[src/rtl/vpk_isqrt.sv]
// vpk_isqrt: pipelined floor square root, one root bit per stage
// no package dependency
module vpk_isqrt #(
  parameter int RW = 48
) (
  input  logic              clk,
  input  logic              en,
  input  logic [RW-1:0]     rad,
  output logic [RW/2-1:0]   root
);

  localparam int K = RW / 2;

  logic [RW-1:0]  x_r    [K];
  logic [K+1:0]   rem_r  [K];
  logic [K-1:0]   root_r [K];

  logic [RW-1:0]  x_nxt    [K];
  logic [K+1:0]   rem_nxt  [K];
  logic [K-1:0]   root_nxt [K];

  always_comb begin
    logic [RW-1:0] xp;
    logic [K+1:0]  rp;
    logic [K-1:0]  op;
    logic [K+3:0]  t;
    logic [K+3:0]  trial;
    logic [K+3:0]  diff;
    logic          ge;
    for (int k = 0; k < K; k++) begin
      if (k == 0) begin
        xp = rad;
        rp = '0;
        op = '0;
      end else begin
        xp = x_r[k-1];
        rp = rem_r[k-1];
        op = root_r[k-1];
      end
      t     = {rp, xp[RW-1:RW-2]};
      trial = {2'b00, op, 2'b01};
      ge    = t >= trial;
      diff  = t - trial;
      rem_nxt[k]  = ge ? diff[K+1:0] : t[K+1:0];
      root_nxt[k] = {op[K-2:0], ge};
      x_nxt[k]    = {xp[RW-3:0], 2'b00};
    end
  end

  always_ff @(posedge clk) begin
    if (en) begin
      for (int k = 0; k < K; k++) begin
        x_r[k]    <= x_nxt[k];
        rem_r[k]  <= rem_nxt[k];
        root_r[k] <= root_nxt[k];
      end
    end
  end

  assign root = root_r[K-1];

endmodule

[config.mk]
export PLATFORM = sky130hd
export DESIGN_NAME = vpk_isqrt
export DESIGN_NICKNAME = d
export VERILOG_FILES = /design/src/rtl/vpk_isqrt.sv
export SDC_FILE = /design/constraint.sdc
export NUM_CORES = 2
export LEC_CHECK = 0
export ABC_CLOCK_PERIOD_IN_PS = 10350
export BUFFER_PORTS_ARGS = -buffer_cell sky130_fd_sc_hd__buf_2
export CORE_ASPECT_RATIO = 1.75
export CORE_MARGIN = 2
export CORE_UTILIZATION = 40
export CTS_BUF_LIST = sky130_fd_sc_hd__clkbuf_4 sky130_fd_sc_hd__clkbuf_8 sky130_fd_sc_hd__clkbuf_16
export CTS_CLUSTER_SIZE = 16
export DETAILED_ROUTE_END_ITERATION = 6
export MAX_ROUTING_LAYER = met4
export SYNTH_ARGS = -nofsm -noshare
export SYNTH_HDL_FRONTEND = slang
export SYNTH_SLANG_ARGS = --single-unit
export TNS_END_PERCENT = 1
[constraint.sdc]
create_clock -name clk -period 10.35 [get_ports clk]
set_input_delay 2.5875 -clock clk [delete_from_list [all_inputs] [get_ports clk]]
set_output_delay 2.5875 -clock clk [all_outputs]
set_load 0.05 [all_outputs]
# Word-level counts from Yosys, hierarchy flattened
# Memory sizes are Yosys's and may differ from the RTL's.
# Cells that the tools add are included.
[totals]
reg_bits = 0
ramBits = 2304
wordCells = 77
mem_count = 3
[classes]
add_sub_neg = 24
n_lt_le_gt_ge = 24
mux = 26
[memory_table]
columns = ["name", "depth", "word_bits", "read_ports", "rd_clocked_by_memory_dff", "wr", "line", "source"]
rows = [
  ["x_r", 24, 46, 23, 0, 24, "14", "logic [RW-1:0] x_r [K];"],
  ["rem_r", 24, 26, 23, 0, 24, "15", "logic [K+1:0] rem_r [K];"],
  ["root_r", 24, 24, 24, 0, 24, "16", "logic [K-1:0] root_r [K];"],
]
[op_table]
columns = ["operator", "count"]
rows = [
  ["$ge 28x26->1", 23],
  ["$mux 26", 24],
  ["$sub 26x26->26", 23],
  ["$sub 2x1->3 const B", 1],
  ["$ge 2x1->1 const B", 1],
  ["$mux 1", 2],
]

# Longest topological paths before layout
# An unclocked memory read counts as a cell.
[depth]
word_depth = 3
mapped_depth = 14

# Least setup slack after synthesis
# Ideal clock, no wire load.
[synth_path]
path_type = "reg-to-reg"
startpoint = "memory rem_r[0][87] (netlist name)"
endpoint = "memory rem_r[0][123] (netlist name) (data pin)"
t_arrival_ps = 3349
path_slack_ps = 6734
stages_incl_launch_ff = 12
path_buffers = 2
period_less_slack_ps = 3616
path_cell_list = "edfxtp_1 or4_4 and4bb_1 or4b_1 or2_1 o41ai_2 or4_1 buf_4 or3b_1 buf_2 nor4b_2 xor2_1"
[synth_lines]
columns = ["item", "line"]
rows = [
  ["start: declaration", "15"],
]

==> run_results.csv <==
group,metric,value,unit
outcome,status,"finished, final reports clean",
global_route,grt_usage,16.1,%
synthesis,syn_area,64900,µm²
critical_path,cpMaxStageDelayCell,"nor4_1",
final_layout,fillers,14371,
synthesis,avgSynthCellArea,13.2,µm²
synthesis,seq_area_frac_synth,65.5,%
synthesis,synth_common_cells,"edfxtp_1, inv_1, nand2_1, ha_1, nor2_1",
placed_design,place.gp.congestion,0.938,
floorplan,die_h,537,µm
critical_path,crit_end,"rem_r[0][93]",
hold_path,hold_class,"reg2reg",
floorplan,die_area,166000,µm²
synthesis,synth_seq_cells,1415,
clocking,cts_buffers,144,
job,max-cap-violations,0,
timing,setup_viol,0,
timing,setup_tns,0,ns
global_route,grt_pass1_vias,39997,
clocking,cts_setup_buffers,0,
detailed_routing,drt-total-wl,132000,µm
power,total_leakage_power,27.5,nW
final_layout,fin_area,72500,µm²
detailed_routing,vias_per_cell,5.14,
detailed_routing,first_pass_iters,5,
synthesis,synth_ff_type,"edfxtp_1",
critical_path,crit_arrival,5.02,ns
clocking,clk_pin_slew,0.06,ns
critical_path,cp_top_family,"simple AND/OR/NAND/NOR gates",
critical_path,r2r-end,"rem_r[0][93]",
power,p_total,0.0151,W
critical_path,path_common_cell,"or4_1",
floorplan,rows,195,
floorplan,start_util,40.2,%
critical_path,cp.depth,9,
critical_path,worstPathRequired,10.87,ns
timing,hold_slack,0.399,ns
synthesis,synth_edf_count,1415,
placed_design,placedCellCount,7130,
floorplan,die_w,308,µm
critical_path,start_kind,"flip-flop",
detailed_routing,dr_total_vias,37907,
global_route,grt.overflow.total,0,
clocking,clock-sinks,1415,
timing,rsz0062_at_grt,"false",
floorplan,ios,74,
critical_path,end_kind,"flip-flop",
synthesis,syn_nets,5310,
power,ir_worst_vdd,0.152,mV
critical_path,startpoint,"rem_r[0][55]",
timing,hold_viol,0,
final_layout,area_growth,11.8,%
clocking,htree_levels,4,
detailed_routing,wire_per_inst,17.9,µm
synthesis,yosys.area.top_type_share,65.5,%
critical_path,crit_buf_inv,1,
critical_path,path_max_fanout,9,
synthesis,synth_cell_types,83,
critical_path,rr_startpoint,"rem_r[0][55]",
timing,period_share,43.4,%
final_layout,register_area,42500,µm²
final_layout,multi_input_area,20600,µm²
detailed_routing,drt.antenna.violating_nets,0,
power,p_per_area,208,nW/µm²
global_route,grt_max_degree,178,
synthesis,synth_area_leaders,"edfxtp_1, ha_1, xnor2_1, xor2_1, inv_1",
synthesis,async_flop_share,0,%
floorplan,coreArea,161000,µm²
clocking,cts_resized,0,
placed_design,placedInstanceArea,68100,µm²
clocking,root_buffer,"clkbuf_16",
clocking,cts_max_path_buffers,4,
detailed_routing,drc,0,
timing,relSlewSlack,24.6,%
synthesis,synthCells,4934,
synthesis,synth.largest_area_cell,"edfxtp_1",
synthesis,yosysMostFrequentCell,"edfxtp_1",
placed_design,dp_hpwl,96600,µm
critical_path,path_cells,"or4_1 -> or4_1 -> nor4_1 -> and3_1 -> clkinv_1 -> nand3_1 -> or3_1 -> nor3_1 -> xor2_1",
critical_path,reg2reg_slack,5.85,ns
clocking,clk_latency,0.79,ns
timing,fmaxAchievable,222,MHz
timing,slew_violations,0,
final_layout,layout-drive-gt1-share,7.80,%
clocking,postCtsHoldBufs,0,
global_route,antenna_found_initial,3,
clocking,cts_tree,"yes",
timing,period_needed,4.50,ns
hold_path,whs_path_depth,0,
placed_design,port_buffers,73,
critical_path,slowest_delay,0.80,ns
global_route,grt_pass1_wl,200000,µm
final_layout,final_nets,5485,
critical_path,reg2reg_depth,9,
timing,fin_skew,0.0525,ns
timing,worst_slew_pin_slew,1.13,ns
final_layout,fin_cells,7380,
critical_path,critPathKind,"reg2reg",
detailed_routing,first_iter_violations,1847,
synthesis,yosys_warnings,0,
==> routing by layer <==
metal	wire, µm	vias to the layer above	GRT usage [%]	share of wire, %
li1	-	18495	-	-
met1	35200	18314	10.1	27
met2	83900	660	35.9	64
met3	3360	438	2.07	2.5
met4	9370	0	10.8	7.1
met5	0	-	-	0
==> flip-flops by register name (all words and copies together), names as in the netlist <==
name and count:
rem_r 563, root_r 300, x_r 552
==> final cells by class <==
cell class	count	area share (%)
flip-flops and latches	1415	58.6
multi-input cells	3024	28.4
repair buffers	105	0.959
inverters	419	2.17
clock buffers	168	5.24
diodes	5	0.0173
well taps	2167	3.74
clock inverters	77	0.873
==> placed cells by master (no fill, tap or decap), drive strengths merged, types with 10 or more instances in the layout <==
| master | synthesis | routed |
|---|---|---|
| edfxtp | 1415 | 1415 |
| inv | 418 | 421 |
| nand2 | 346 | 346 |
| ha | 326 | 326 |
| nor2 | 306 | 306 |
| a21oi | 302 | 302 |
| o21ai | 247 | 247 |
| xnor2 | 237 | 237 |
| xor2 | 215 | 215 |
| clkbuf | 73 | 168 |
| nor3 | 116 | 116 |
| a21o | 106 | 106 |
| buf | 3 | 105 |
| nand3 | 79 | 79 |
| nor4 | 74 | 74 |
| nand2b | 65 | 65 |
| clkinv | 1 | 62 |
| o21a | 53 | 53 |
| or3 | 44 | 44 |
| nand4 | 43 | 43 |
| nor2b | 43 | 43 |
| mux2 | 43 | 43 |
| o31ai | 32 | 32 |
| or4 | 30 | 30 |
| or2 | 24 | 24 |
| a31oi | 22 | 22 |
| a211oi | 20 | 20 |
| nand3b | 20 | 20 |
| o21bai | 19 | 19 |
| nor3b | 19 | 19 |
| and3 | 18 | 18 |
| o211ai | 14 | 14 |
| a21boi | 13 | 13 |
| and2 | 10 | 10 |
| a211o | 10 | 10 |
| bufinv | 0 | 10 |
| a2111oi | 10 | 10 |
==> worst min-delay path by stage <==
stage / slack [ns] / end / startpoint
detailed placement: 0.40 / x_r[0][175] / x_r[0][127]
global placement: 0.40 / x_r[1][353] / x_r[1][305]
finish: 0.40 / x_r[1][87] / x_r[1][39]
global route: 0.40 / x_r[1][87] / x_r[1][39]
floorplan: 0.40 / x_r[0][100] / x_r[0][52]
CTS: 0.40 / x_r[1][88] / x_r[1][40]
==> cells by family after synthesis <==
group / share of synthesized area (%)
muxes: 0.854
buffers and inverters: 2.87
DFF: 65.5
xor gates and xnor gates: 6.10
AOI/OAI and AO/OA: 8.75
other: 0.00578
and+or+nand+nor: 9.65
adders and majority gates: 6.29
==> stage by stage <==
stage / worst slack, ns / util [%]
CTS: 5.77 / 45.0
global route: 5.73 / 45.0
global placement: 5.21 / 42.2
detailed placement: 5.16 / 42.2
finish: 5.85 / 45.0
floorplan: 6.73 / -
==> power breakdown <==
| part | internal (W) | switching, W |
|---|---|---|
| registers | 0.00715 | 0.000369 |
| logic | 0.00106 | 0.00151 |
| clock network | 0.00287 | 0.00212 |
Power figures use the tool's default switching activity.
